[config.mk]
export PLATFORM = sky130hd
export DESIGN_NAME = tsc_queue
export DESIGN_NICKNAME = d
export VERILOG_FILES = /design/src/rtl/tsc_pkg.sv /design/src/rtl/tsc_queue.sv
export SDC_FILE = /design/constraint.sdc
export NUM_CORES = 1
export LEC_CHECK = 0
export BUFFER_PORTS_ARGS = -buffer_cell sky130_fd_sc_hd__buf_4
export CAP_MARGIN = 25
export CORE_MARGIN = 1
export CORE_UTILIZATION = 60
export CTS_CLUSTER_DIAMETER = 80
export DETAILED_ROUTE_END_ITERATION = 16
export PLACE_DENSITY = 0.94
export SYNTH_ARGS = -nofsm -noshare
export SYNTH_HDL_FRONTEND = slang
export SYNTH_SLANG_ARGS = --single-unit
[constraint.sdc]
create_clock -name clk_i -period 3.5 [get_ports clk_i]
set_input_delay 0.175 -clock clk_i [delete_from_list [all_inputs] [get_ports clk_i]]
set_output_delay 0.175 -clock clk_i [all_outputs]
set_load 0.01 [all_outputs]
[src/rtl/tsc_pkg.sv]
package tsc_pkg;

  localparam int unsigned NUM_TERMS_DEF       = 8;
  localparam int unsigned ANGLE_FRAC_BITS_DEF = 24;

  localparam int unsigned ANGLE_W   = 32;
  localparam int unsigned VALUE_W   = 32;
  localparam int unsigned WORK_FRAC = 29;
  localparam int unsigned X_W       = 32;       // reduced angle, Q3.29
  localparam int unsigned RED_W     = 34;       // range reduction word
  localparam int unsigned TERM_W    = 34;       // terms and x^2
  localparam int unsigned SUM_W     = TERM_W + 2;
  localparam int unsigned K_W       = 32;
  localparam int unsigned K_SHIFT   = 32;

  localparam int unsigned QUEUE_DEPTH = 4;
  localparam int unsigned QPTR_W      = $clog2(QUEUE_DEPTH);
  localparam int unsigned QCNT_W      = $clog2(QUEUE_DEPTH + 1);

  localparam logic [63:0] PI_Q62 = 64'hC90F_DAA2_2168_C235;

  localparam logic [0:0] OP_SINE   = 1'b0;
  localparam logic [0:0] OP_COSINE = 1'b1;

  typedef struct packed {
    logic                  valid;
    logic signed [X_W-1:0] x;
  } tsc_entry_t;

  // pi scaled by 2^(62-drop), rounded to nearest
  function automatic logic [63:0] angle_const(input int unsigned drop);
    return (PI_Q62 + (64'd1 << (drop - 1))) >> drop;
  endfunction

endpackage

[src/rtl/tsc_queue.sv]
module tsc_queue import tsc_pkg::*; (
  input  logic       clk_i,
  input  logic       rst_ni,
  input  tsc_entry_t push_i,
  output logic       full_o,
  input  logic       pop_i,
  output tsc_entry_t head_o
);

  logic signed [X_W-1:0] mem_q [QUEUE_DEPTH];
  logic [QPTR_W-1:0]     wr_q, rd_q;
  logic [QCNT_W-1:0]     cnt_q, cnt_d;
  logic                  push, pop;

  assign push   = push_i.valid;
  assign pop    = pop_i && (cnt_q != '0);
  assign full_o = (cnt_q == QCNT_W'(QUEUE_DEPTH));
  assign head_o.valid = (cnt_q != '0);
  assign head_o.x     = mem_q[rd_q];

  always_comb begin
    cnt_d = cnt_q;
    if (push && !pop) cnt_d = cnt_q + 1'b1;
    if (pop && !push) cnt_d = cnt_q - 1'b1;
  end

  always_ff @(posedge clk_i or negedge rst_ni) begin
    if (!rst_ni) begin
      wr_q  <= '0;
      rd_q  <= '0;
      cnt_q <= '0;
    end else begin
      if (push) wr_q <= (wr_q == QPTR_W'(QUEUE_DEPTH - 1)) ? '0 : wr_q + 1'b1;
      if (pop)  rd_q <= (rd_q == QPTR_W'(QUEUE_DEPTH - 1)) ? '0 : rd_q + 1'b1;
      cnt_q <= cnt_d;
    end
  end

  always_ff @(posedge clk_i) begin
    if (push) mem_q[wr_q] <= push_i.x;
  end

  a_cnt_bound: assert property (@(posedge clk_i) disable iff (!rst_ni)
    cnt_q <= QCNT_W'(QUEUE_DEPTH)) else $error("queue count overflow");
  a_no_push_full: assert property (@(posedge clk_i) disable iff (!rst_ni)
    full_o && !pop_i |-> !push) else $error("push into full queue");
  a_cnt_up: assert property (@(posedge clk_i) disable iff (!rst_ni)
    push && !pop |=> cnt_q == $past(cnt_q) + 1'b1) else $error("count not incremented");
  a_cnt_down: assert property (@(posedge clk_i) disable iff (!rst_ni)
    pop && !push |=> cnt_q == $past(cnt_q) - 1'b1) else $error("count not decremented");

endmodule

==> impl_metrics.tcl <==
set metrics [dict create \
    insertion_delay_ns 0.50 \
    syn-cell-area_mm2 0.00510 \
    crit_fanout 21 \
    cts_root_buffer "clkbuf_8" \
    hpwlAfterDp_mm 5.02 \
    final_cell_mix "edfxtp_1, buf_4, dlygate4sd3_1" \
    crit_chain "buf_4 -> mux4_2 -> buf_4" \
    first_iter_violations 165 \
    ir_worst_vdd_mv 0.514 \
    antenna_found_initial 0 \
    setup_viol 0 \
    netlist-cell-type-count 22 \
    status "complete, no violations" \
    slew_violations 0 \
    start_util_pct 62.1 \
    setup_tns_ns 0 \
    portBuffers 69 \
    fp.coreArea_mm2 0.00822 \
    grt_pass1_vias 2672 \
    end_kind "output pin" \
    ys_warn_count 0 \
    pre_cts_slack_ns 1.33 \
    cp_common_cell "buf_4" \
    clkSinkCount 135 \
    yosys.area.top_type_share_pct 75.4 \
    fp.dieArea_mm2 0.00887 \
    crit_slowest_cell "dfrtp_2" \
    dr.pass1.iters 4 \
    hp-class "input pin to asynchronous set/reset pin" \
    avgViaCountPerCell 5.58 \
    htreeDepth 4 \
    ioPinCount 70 \
    core.rowCount 33 \
    dieWidth_um 94.2 \
    syn_inst 209 \
    powerDensity_mw_per_mm2 841 \
    gr-total-overflow 0 \
    grt_pass1_wl_mm 14.2 \
    synth.area.top_cells "edfxtp_1, mux4_2, dfrtp_1, mux4_1, ha_1" \
    wl_mm 9.42 \
    fp.dieH_um 94.2 \
    p_leak_nw 2.40 \
    synth_seq_cells 135 \
    final_common_cell "edfxtp_1" \
    synth_fp_nets 252 \
    synthAdderAreaFrac_pct 1.86 \
    synth_top_family_by_area "multiplexers" \
    max_stage_delay_ns 0.82 \
    avgSynthCellArea_um2 24.4 \
    wl_per_cell_um 21.3 \
    grt_usage_pct 23.3 \
    hold_violations 0 \
    n_fill_cell 358 \
    postSynth.asyncResetShare_pct 5.19 \
    muxShareOfSynthArea_pct 14.9 \
    finClkSkew_ns 0.00763 \
    num_vias 2473 \
    syn2layout_area_growth_pct 30.3 \
    worstMarginPinSlew_ns 0.895 \
    globalplace.congestion 0.679 \
    setup_ws_ns 0.822 \
    synth_xor_area_share_pct 0.515 \
    fin_nets 368 \
    cts_buffers 17 \
    ys.flop_type "edfxtp_1" \
    crit_arrival_ns 2.50 \
    cpLargestDelayFamily "flip-flops" \
    remaining_drc_errors 0 \
    synth_area_leader_cell "edfxtp_1" \
    critPathRequiredTime_ns 3.32 \
    ant_nets 0 \
    synth-edff-count 128 \
    antenna_cells 0 \
    path_clk_slew_ns 0.06 \
    fmax_mhz 373 \
    startpoint_type "register" \
    min_period_ns 2.68 \
    seq_area_frac_synth_pct 78.8 \
    cts_tree "built" \
    synth_compound_area_share_pct 0.294 \
    worst-path-buf-inv 2 \
    clockBufferDepth 2 \
    drive_gt1_share_pct 40.5 \
    grt_setup_unrepaired "no" \
    maxCapViolations 0 \
    fin_crit_sh_pct 76.5 \
    slew_headroom_pct 40.3 \
    synthSimpleGateAreaFrac_pct 1.37 \
    grt_max_degree 33 \
    worstSetupPathType "register to output pin" \
]
cell usage after synthesis (3+ instances only):
cell type  number
buf_2           3
buf_12          3
and2_1          4
edfxtp_1      128
ha_1            6
mux4_1          4
mux4_2         28
dfrtp_1         7
inv_1           7
o21ai_0         3
power by group:
part	internal (W)	switching [W]	total [W]
sequential	0.00209	0.000185	0.00227
combinational	0.000796	0.000670	0.00147
clock	0.00122	0.000632	0.00185
kinds of logic (layout without fill, tap and decap cells):
group | count (synthesis) | in the layout
AOI/OAI and AO/OA | 3 | 3
xor gates and xnor gates | 3 | 3
adders and majority gates | 7 | 7
buffers and inverters | 15 | 144
DFF | 135 | 135
muxes | 34 | 34
and+or+nand+nor | 12 | 12
registers in the layout (all words and copies together) (netlist names):
signal / count
cnt_q: 3
mem_q: 128
rd_q: 2
wr_q: 2
per-layer routing:
| layer | part of all wire, % | GRT usage (%) | vias up |
|---|---|---|---|
| met5 | 0 | 0 | - |
| met4 | 0.75 | 8.59 | 0 |
| met3 | 4.2 | 4.94 | 9 |
| met2 | 54 | 39.3 | 87 |
| met1 | 41 | 30.0 | 1277 |
| li1 | - | - | 1100 |
final timing paths:
kind                               start        end  slack [ns]  cells after the start
min in group clk_i                 pop_i    rd_q[1]        0.07                      3
worst min-delay path              rst_ni   cnt_q[0]        0.06                      2
worst max-delay path             rd_q[0]  head_o[9]        0.82                      3
worst min register to register  cnt_q[2]   cnt_q[2]        0.49                      1
max in group asynchronous         rst_ni    rd_q[0]        3.30                      2
worst max register to register  cnt_q[0]   cnt_q[2]        1.58                      9
area by class of cell:
cell class                 count  area, um2  area share [%]
sequential                   135       4020            60.5
multi-input combinational     59        970            14.6
timing repair buffer         105        873            13.1
clock buffer                  17        414            6.23
clock inverter                15        209            3.15
tap                          105        131            1.98
inverter                       7       26.3           0.395
per-stage QoR:
step | cells | cell area (um2) | utilization (%) | hold slack, ns | power, W
after detailed placement | 377 | 5680 | 69.1 | -0.00310 | 0.00373
after floorplan | 209 | 5100 | - | -0.121 | 0.00319
after global routing | 443 | 6640 | 80.9 | 0.0418 | 0.00582
after global placement | 377 | 5680 | 69.1 | -0.00428 | 0.00367
after CTS | 443 | 6640 | 80.9 | 0.0102 | 0.00562
final | 443 | 6640 | 80.9 | 0.0572 | 0.00559
what timing repair did:
action	4_1_cts	5_1_grt
endpoints found under the hold margin	137	0
buffers inserted	0	0
hold buffers	34	0
endpoints found under the setup margin	0	0
gates resized for setup	0	0
Note: power is estimated with default switching activity, not from simulation.
