`config.mk`:
```
export PLATFORM = sky130hd
export DESIGN_NAME = tsc_front
export DESIGN_NICKNAME = d
export VERILOG_FILES = /design/src/rtl/tsc_pkg.sv /design/src/rtl/tsc_front.sv
export SDC_FILE = /design/constraint.sdc
export NUM_CORES = 1
export LEC_CHECK = 0
export BUFFER_PORTS_ARGS = -buffer_cell sky130_fd_sc_hd__buf_2
export CAP_MARGIN = 25
export CORE_MARGIN = 5
export CORE_UTILIZATION = 55
export DETAILED_ROUTE_END_ITERATION = 8
export GPL_ROUTABILITY_DRIVEN = 0
export PLACE_DENSITY_LB_ADDON = 0.25
export SYNTH_ARGS = -nofsm -noshare
export SYNTH_HDL_FRONTEND = slang
export SYNTH_SLANG_ARGS = --single-unit
```
`constraint.sdc`:
```
create_clock -name clk_i -period 10.85 [get_ports clk_i]
set_input_delay 2.17 -clock clk_i [delete_from_list [all_inputs] [get_ports clk_i]]
set_output_delay 2.17 -clock clk_i [all_outputs]
set_load 0.02 [all_outputs]
```
`src/rtl/tsc_pkg.sv`:
```
package tsc_pkg;

  localparam int unsigned NUM_TERMS_DEF       = 8;
  localparam int unsigned ANGLE_FRAC_BITS_DEF = 24;

  localparam int unsigned ANGLE_W   = 32;
  localparam int unsigned VALUE_W   = 32;
  localparam int unsigned WORK_FRAC = 29;
  localparam int unsigned X_W       = 32;       // reduced angle, Q3.29
  localparam int unsigned RED_W     = 34;       // range reduction word
  localparam int unsigned TERM_W    = 34;       // terms and x^2
  localparam int unsigned SUM_W     = TERM_W + 2;
  localparam int unsigned K_W       = 32;
  localparam int unsigned K_SHIFT   = 32;

  localparam int unsigned QUEUE_DEPTH = 4;
  localparam int unsigned QPTR_W      = $clog2(QUEUE_DEPTH);
  localparam int unsigned QCNT_W      = $clog2(QUEUE_DEPTH + 1);

  localparam logic [63:0] PI_Q62 = 64'hC90F_DAA2_2168_C235;

  localparam logic [0:0] OP_SINE   = 1'b0;
  localparam logic [0:0] OP_COSINE = 1'b1;

  typedef struct packed {
    logic                  valid;
    logic signed [X_W-1:0] x;
  } tsc_entry_t;

  // pi scaled by 2^(62-drop), rounded to nearest
  function automatic logic [63:0] angle_const(input int unsigned drop);
    return (PI_Q62 + (64'd1 << (drop - 1))) >> drop;
  endfunction

endpackage

```
`src/rtl/tsc_front.sv`:
```
module tsc_front import tsc_pkg::*; #(
  parameter int unsigned ANGLE_FRAC_BITS = ANGLE_FRAC_BITS_DEF
) (
  input  logic                      clk_i,
  input  logic                      rst_ni,
  input  logic                      in_valid_i,
  output logic                      in_stall_o,
  input  logic                      operation_i,
  input  logic signed [ANGLE_W-1:0] angle_i,
  output tsc_entry_t                push_o,
  input  logic                      full_i
);

  localparam int unsigned M  = WORK_FRAC - ANGLE_FRAC_BITS;
  localparam int unsigned Q  = M + 1;                   // quotient bits
  localparam int unsigned SH = WORK_FRAC - ANGLE_FRAC_BITS;

  localparam logic [RED_W-1:0] PI_A      = RED_W'(angle_const(62 - ANGLE_FRAC_BITS));
  localparam logic [RED_W-1:0] TWO_PI_A  = RED_W'(angle_const(61 - ANGLE_FRAC_BITS));
  localparam logic [RED_W-1:0] HALF_PI_A = RED_W'(angle_const(63 - ANGLE_FRAC_BITS));
  // bias by a multiple of 2*pi so the remainder search runs on a positive value
  localparam logic [RED_W-1:0] BIAS      = RED_W'(TWO_PI_A << M);
  localparam logic [RED_W-1:0] BIAS_COS  = RED_W'(BIAS + HALF_PI_A);

  logic               en;
  logic [Q:0]         v_q;
  logic [RED_W-1:0]   rem_q [Q+1];
  logic [RED_W-1:0]   rem_d [Q+1];
  logic               xv_q;
  logic signed [X_W-1:0] x_q, x_d;
  logic [RED_W-1:0]   r_fold;
  logic [RED_W-1:0]   r_shift;

  assign en         = !(xv_q && full_i);
  assign in_stall_o = !en;

  always_comb begin
    rem_d[0] = {{(RED_W-ANGLE_W){angle_i[ANGLE_W-1]}}, angle_i} +
               ((operation_i == OP_COSINE) ? BIAS_COS : BIAS);
    for (int s = 1; s <= Q; s++) begin
      if (rem_q[s-1] >= RED_W'(TWO_PI_A << (Q - s))) begin
        rem_d[s] = rem_q[s-1] - RED_W'(TWO_PI_A << (Q - s));
      end else begin
        rem_d[s] = rem_q[s-1];
      end
    end
  end

  always_comb begin
    r_fold  = (rem_q[Q] > PI_A) ? rem_q[Q] - TWO_PI_A : rem_q[Q];
    r_shift = r_fold << SH;
    x_d     = r_shift[X_W-1:0];
  end

  always_ff @(posedge clk_i or negedge rst_ni) begin
    if (!rst_ni) begin
      v_q  <= '0;
      xv_q <= 1'b0;
    end else if (en) begin
      v_q  <= {v_q[Q-1:0], in_valid_i};
      xv_q <= v_q[Q];
    end
  end

  always_ff @(posedge clk_i) begin
    if (en) begin
      for (int s = 0; s <= Q; s++) begin
        rem_q[s] <= rem_d[s];
      end
      x_q <= x_d;
    end
  end

  assign push_o.valid = xv_q && !full_i;
  assign push_o.x     = x_q;

endmodule

```
==> metrics, run 1 <==
setup violators final 0; most common cell after layout, fill and taps aside edfxtp_1; largest net degree at the start of global routing 100; register area share after synthesis 54.5%; CP Launch Type primary input; grt ovf 0; P_sw 1820 µW; Sw Share 35.8%; CTS Hold Bufs 0; Vias 9982; post-cts resize count 0; IO Count 71; die extent in x 175 µm; Slew headroom 28.1%; first-pass GRT wire length 42.3 mm; Final Util 61.4%; fin crit period 5.20 ns; Setup CP Type primary input to output port; Setup Skew 0.00785 ns; IO buf count 65; CTS tree built; r2r worst-path depth 7; Root Buffer Master clkbuf_16; Site Rows 60; share of synthesized registers carrying an async set or reset 2.94%; FF+latch count, synth 272; drc violations 0; fin crit share 47.9%; clock buffer depth 3; fmax 192 MHz; RR Endpoint rem_q[4][30]; reg2reg setup slack 7.64 ns; Vias per Instance 5.65; CTS sink cnt 272; xor/xnor share of the synthesized area 13.4%; status completed; Avg WL per Cell 14.6 µm; Synth cell types 74; die outline height 175 µm; nets 1467; Setup crit end in_stall_o; Worst Setup SP full_i; Reg clk slew, reported paths 0.06 ns; Syn. warnings 0; Post-Synth Adder-Cell Area 2.18%; post-synthesis mux area share 0.898%; CP Data Arrival Time 3.03 ns; Syn-to-layout area delta 10.4%; Core ar. 26800 µm²; Worst-Skew Late Latency 0.54 ns; antenna violations before repair 0; Cell Int Power 3260 µW; Setup TNS 0 ns; Design Power 5080 µW; post-DP HPWL 18.8 mm; Clock power frac 17.0%; max-cap viol count 0; Global Route Usage Sum 16.3%; cell area after synthesis 14900 µm²; Routed WL 25.7 mm; HP Class flip-flop to flip-flop; Worst Path Required 8.68 ns; Gate power share 34.4%; Slew @ Worst Pin 1.07 ns; Lkg Pwr 0.00612 µW; Detail Route Antenna Nets 0; post-synthesis cell count 1326; FF-to-FF Start rem_q[3][10]; synthesized-area fraction occupied by ao, oa, aoi and oai cells 11.5%; largest family of logic cells by synthesized area simple AND/OR/NAND/NOR gates; number of global-route vias before repair 9930; # H-tree levels 1; post-CTS setup buffer count 0; Worst setup EP type output port; final hold violation count 0; max-slew violations 0; Peak supply drop 0.168 mV; Simple-Gate Fraction of Synth Area 15.4%; First DRT Iteration DRCs 379; CP Max Fanout 99; Avg Synthesized Cell Area 11.2 µm²; Post-synth EDFFs 264; antenna cells 0; CTS Buf Count 29; drt first pass iters 5; RSZ-0062 raised after global routing no; Starting Density 55.6%; Die Footprint 30500 µm²; most frequent cells in the layout 264 x edfxtp_1, 130 x xor2_1, 128 x nor2_1; share of cells above drive strength 1 10.3%; Flop pwr share 48.7%; Pwr per Cell Area 309 nW/µm²; main flop type after synthesis edfxtp_1
-- routing by layer --
metal / part of all wire, % / up-vias / GRT usage (%)
li1: - / 5066 / -
met1: 36 / 4598 / 15.2
met2: 56 / 219 / 33.4
met3: 4.2 / 99 / 2.40
met4: 4.4 / 0 / 8.58
met5: 0 / - / 0
-- flip-flops by register name, summed over array words and instances, names as in the netlist --
signal / cells
rem_q: 237
v_q: 7
x_q: 27
xv_q: 1
-- synthesized netlist by cell type, types with 11 or more instances --
| master | number | area [µm²] |
|---|---|---|
| nand3_1 | 29 | 145 |
| o21a_1 | 13 | 97.6 |
| a31oi_1 | 14 | 87.6 |
| nor3_1 | 54 | 270 |
| xnor2_1 | 98 | 858 |
| mux2_2 | 11 | 124 |
| nand2_1 | 99 | 372 |
| a211oi_1 | 12 | 90.1 |
| nor2_1 | 128 | 480 |
| nand2b_1 | 18 | 113 |
| nor2b_1 | 12 | 75.1 |
| nand4_1 | 14 | 87.6 |
| ha_1 | 26 | 325 |
| xor2_1 | 130 | 1140 |
| inv_1 | 39 | 146 |
| nor4_1 | 25 | 156 |
| clkbuf_1 | 13 | 48.8 |
| edfxtp_1 | 264 | 7930 |
| o21ai_0 | 64 | 320 |
| or3_1 | 14 | 87.6 |
| a21oi_1 | 57 | 285 |
-- power groups by stage --
stage          logic (µW)  registers [µW]  clock network (µW)
6_report             1750            2470                 862
5_1_grt              1970            2550                 931
4_1_cts              1760            2460                 884
3_5_place_dp         1750            2480                   0
3_3_place_gp         1690            2460                   0
2_1_floorplan        1380            2460                   0
-- critical path, stage by stage --
cell	delay, ns
buf_2	0.13
nand2_8	0.46
inv_1	0.07
buf_2	0.18
-- cell families (layout without fill, tap and decap cells) --
| family | count (synthesis) | after routing |
|---|---|---|
| other | 1 | 5 |
| xor gates and xnor gates | 228 | 228 |
| adders and majority gates | 26 | 26 |
| AOI/OAI and AO/OA | 259 | 259 |
| buffers and inverters | 69 | 164 |
| muxes | 12 | 12 |
| and+or+nand+nor | 459 | 459 |
| DFF | 272 | 272 |
-- per-stage QoR --
step / cells / hold slack (ns) / instance area, µm² / worst slack (ns)
after global placement: 1712 / 0.433 / 15600 / 5.60
after floorplan: 1330 / 0.418 / 14900 / 2.59
after detailed placement: 1714 / 0.437 / 15600 / 5.54
final: 1766 / 0.451 / 16400 / 5.65
after global routing: 1766 / 0.473 / 16400 / 5.51
after CTS: 1766 / 0.451 / 16400 / 5.60
-- area by class of cell --
type | instances | area (µm²)
Clock inverter | 18 | 91.3
Clock buffer | 34 | 744
Multi-Input combinational cell | 989 | 6510
Inverter | 39 | 146
Fill cell | 2108 | 10400
Sequential cell | 272 | 8130
Tap cell | 341 | 427
Timing Repair Buffer | 73 | 405
-- worst min path at each step --
| stage | startpoint | endpoint | slack [ns] | depth (start not counted) |
|---|---|---|---|---|
| final | rem_q[0][3] | rem_q[1][3] | 0.45 | 0 |
| after global routing | rem_q[0][3] | rem_q[1][3] | 0.47 | 0 |
| after CTS | rem_q[0][2] | rem_q[1][2] | 0.45 | 0 |
| after detailed placement | rem_q[0][2] | rem_q[1][2] | 0.44 | 0 |
| after global placement | rem_q[3][0] | rem_q[4][0] | 0.43 | 0 |
| after floorplan | rem_q[3][1] | rem_q[4][1] | 0.42 | 0 |
Note: power is estimated with default switching activity, not from simulation.
==> inputs of run 2 (changes only) <==
- clock period: 10.85 -> 5.1 ns (I/O delays scaled with it)
==> run 2 against run 1 <==
Effect of this change:
- sequential cell count is the same
- global-route usage is essentially flat
- critical path depth grew 6
- die area is the same
- worst setup slack lost 4.1 ns
- non-clock buffer count shrank 2
- register-to-register slack lost 5.8 ns
- combinational power grew 110%
- hold slack lost 0.13 ns
- largest power group unchanged
- highest routed layer unchanged
==> metrics, run 2 (same netlist as run 1, synthesis figures left out) <==
Pwr per Cell Area 660 nW/µm² (+110%); CTS Buf Count 28 (-3.4%); CP Data Arrival Time 3.86 ns (+0.83 ns); Routed WL 25.5 mm (-0.86%); FF-to-FF Start rem_q[3][10]; fin crit period 3.59 ns; Reg clk slew, reported paths 0.06 ns (about the same); Detail Route Antenna Nets 0 (unchanged); max reg flops 237 (unchanged); Core ar. 26800 µm² (unchanged); antenna violations before repair 0 (unchanged); drc violations 0 (unchanged); status completed; Design Power 10900 µW (+110%); post-DP HPWL 18.5 mm (-1.9%); CTS tree built; fmax 278 MHz; max-slew violations 0 (unchanged); Global Route Usage Sum 16.3% (+0.048 points); CTS Hold Bufs 0 (unchanged); fin crit share 70.4%; number of global-route vias before repair 9758 (-1.7%); Worst setup EP type flip-flop; Peak supply drop 0.385 mV (+130%); Lkg Pwr 0.00612 µW (about the same); post-cts resize count 0 (unchanged); Vias per Instance 5.68 (+0.42%); Setup Skew 0.00957 ns (+0.00172 ns); CTS sink cnt 272 (unchanged); Worst Setup SP operation_i; IO buf count 65 (unchanged); Setup crit end rem_q[0][25]; drt first pass iters 5 (unchanged); Hold Slack 0.319 ns (-0.132 ns); most frequent cells in the layout 264 x edfxtp_1, 130 x xor2_1, 128 x nor2_1; CP Max Fanout 9 (-91%); r2r worst-path depth 7 (unchanged); Final Util 61.4% (about the same); Starting Density 55.6% (unchanged); nets 1464 (-0.20%); placed standard-cell area 15600 µm² (-0.12%); CP Launch Type primary input; die extent in x 175 µm (unchanged); RSZ-0062 raised after global routing no; Avg WL per Cell 14.5 µm (-0.58%); Slew headroom 26.5% (-1.6 points); Setup CP Type primary input to flip-flop; largest registers rem_q x237, x_q x27, v_q x7; die outline height 175 µm (unchanged); Setup TNS 0 ns (unchanged); HP Class primary input to asynchronous set/reset pin; most common cell after layout, fill and taps aside edfxtp_1; First DRT Iteration DRCs 402 (+6.1%); max-cap viol count 0 (unchanged); Root Buffer Master clkbuf_16; Filler Cell Count 2093 (-0.71%); # H-tree levels 1 (unchanged); Final Cell Area 16500 µm² (about the same); grt ovf 0 (unchanged); Site Rows 60 (unchanged); Top reg by flops rem_q; reg2reg setup slack 1.83 ns (-5.81 ns); Die Footprint 30500 µm² (unchanged); antenna cells 0 (unchanged); setup violators final 0 (unchanged); IO Count 71 (unchanged); RR Endpoint rem_q[4][30]; Syn-to-layout area delta 10.4% (about the same); largest net degree at the start of global routing 212 (+110%); Vias 9996 (+0.14%); share of cells above drive strength 1 9.93% (-0.39 points); Worst Path Required 5.37 ns (-3.31 ns); final hold violation count 0 (unchanged); clock buffer depth 3 (unchanged); post-CTS setup buffer count 0 (unchanged); Worst-Skew Late Latency 0.53 ns (about the same); first-pass GRT wire length 42.3 mm (+0.16%); Slew @ Worst Pin 1.10 ns (+0.0237 ns)
[run 2: cell count changes in the layout (fill, tap and decap cells not counted)]
cell        previous run  this run
bufinv_16              0         2
inv_6                  1         0
buf_4                  7         4
clkinvlp_4             3         1
buf_16                 1         0
buf_6                  0         1
clkbuf_1               5         9
clkinv_1               8         5
clkinv_2               6         3
buf_12                 0         1
[run 2: cell type report]
cell class | count | area (µm²) | share of cell area, %
flip-flops and latches | 272 | 8130 | 49.4
multi-input cells | 989 | 6510 | 39.5
clock buffers | 38 | 759 | 4.62
well taps | 341 | 427 | 2.59
repair buffers | 71 | 387 | 2.35
inverters | 39 | 146 | 0.890
clock inverters | 11 | 101 | 0.616
[run 2: how the worst min path moves through the flow]
stage | from | endpoint | slack [ns]
final | rst_ni | v_q[5] | 0.32
after global routing | rst_ni | v_q[0] | 0.31
after CTS | rst_ni | v_q[5] | 0.30
after detailed placement | rem_q[3][0] | rem_q[4][0] | 0.45
after global placement | rem_q[1][2] | rem_q[2][2] | 0.43
after floorplan | rem_q[3][1] | rem_q[4][1] | 0.42
[run 2: critical path, cell delays in order]
cell and delay (ns):
buf_2 0.22, inv_1 0.19, ha_1 0.41, nand3_1 0.15
a211oi_1 0.08, o31ai_1 0.45, a21boi_0 0.25, o41ai_1 0.75
o21bai_1 0.18, xor2_1 0.17
[run 2: power breakdown]
part           leakage (µW)  total [µW]  switching, µW  internal (µW)
registers           0.00275        5260           1030           4230
logic               0.00295        3710           2040           1670
clock network      0.000416        1900            763           1130
total               0.00612       10900           3830           7030
[run 2: per-stage QoR]
stage / cells / setup slack, ns
after floorplan: 1330 / 0.763
after global placement: 1710 / 1.05
after detailed placement: 1712 / 0.987
after CTS: 1761 / 1.56
after global routing: 1761 / 1.44
final: 1761 / 1.51
[run 2: routing by layer]
metal	part of all wire [%]	global-route usage, %	vias to the layer above	wire length, µm
met5	0	0	-	0
met4	5.0	8.77	0	1280
met3	4.2	2.10	90	1080
met2	55	33.3	261	14100
met1	35	15.5	4580	9010
li1	-	-	5065	-
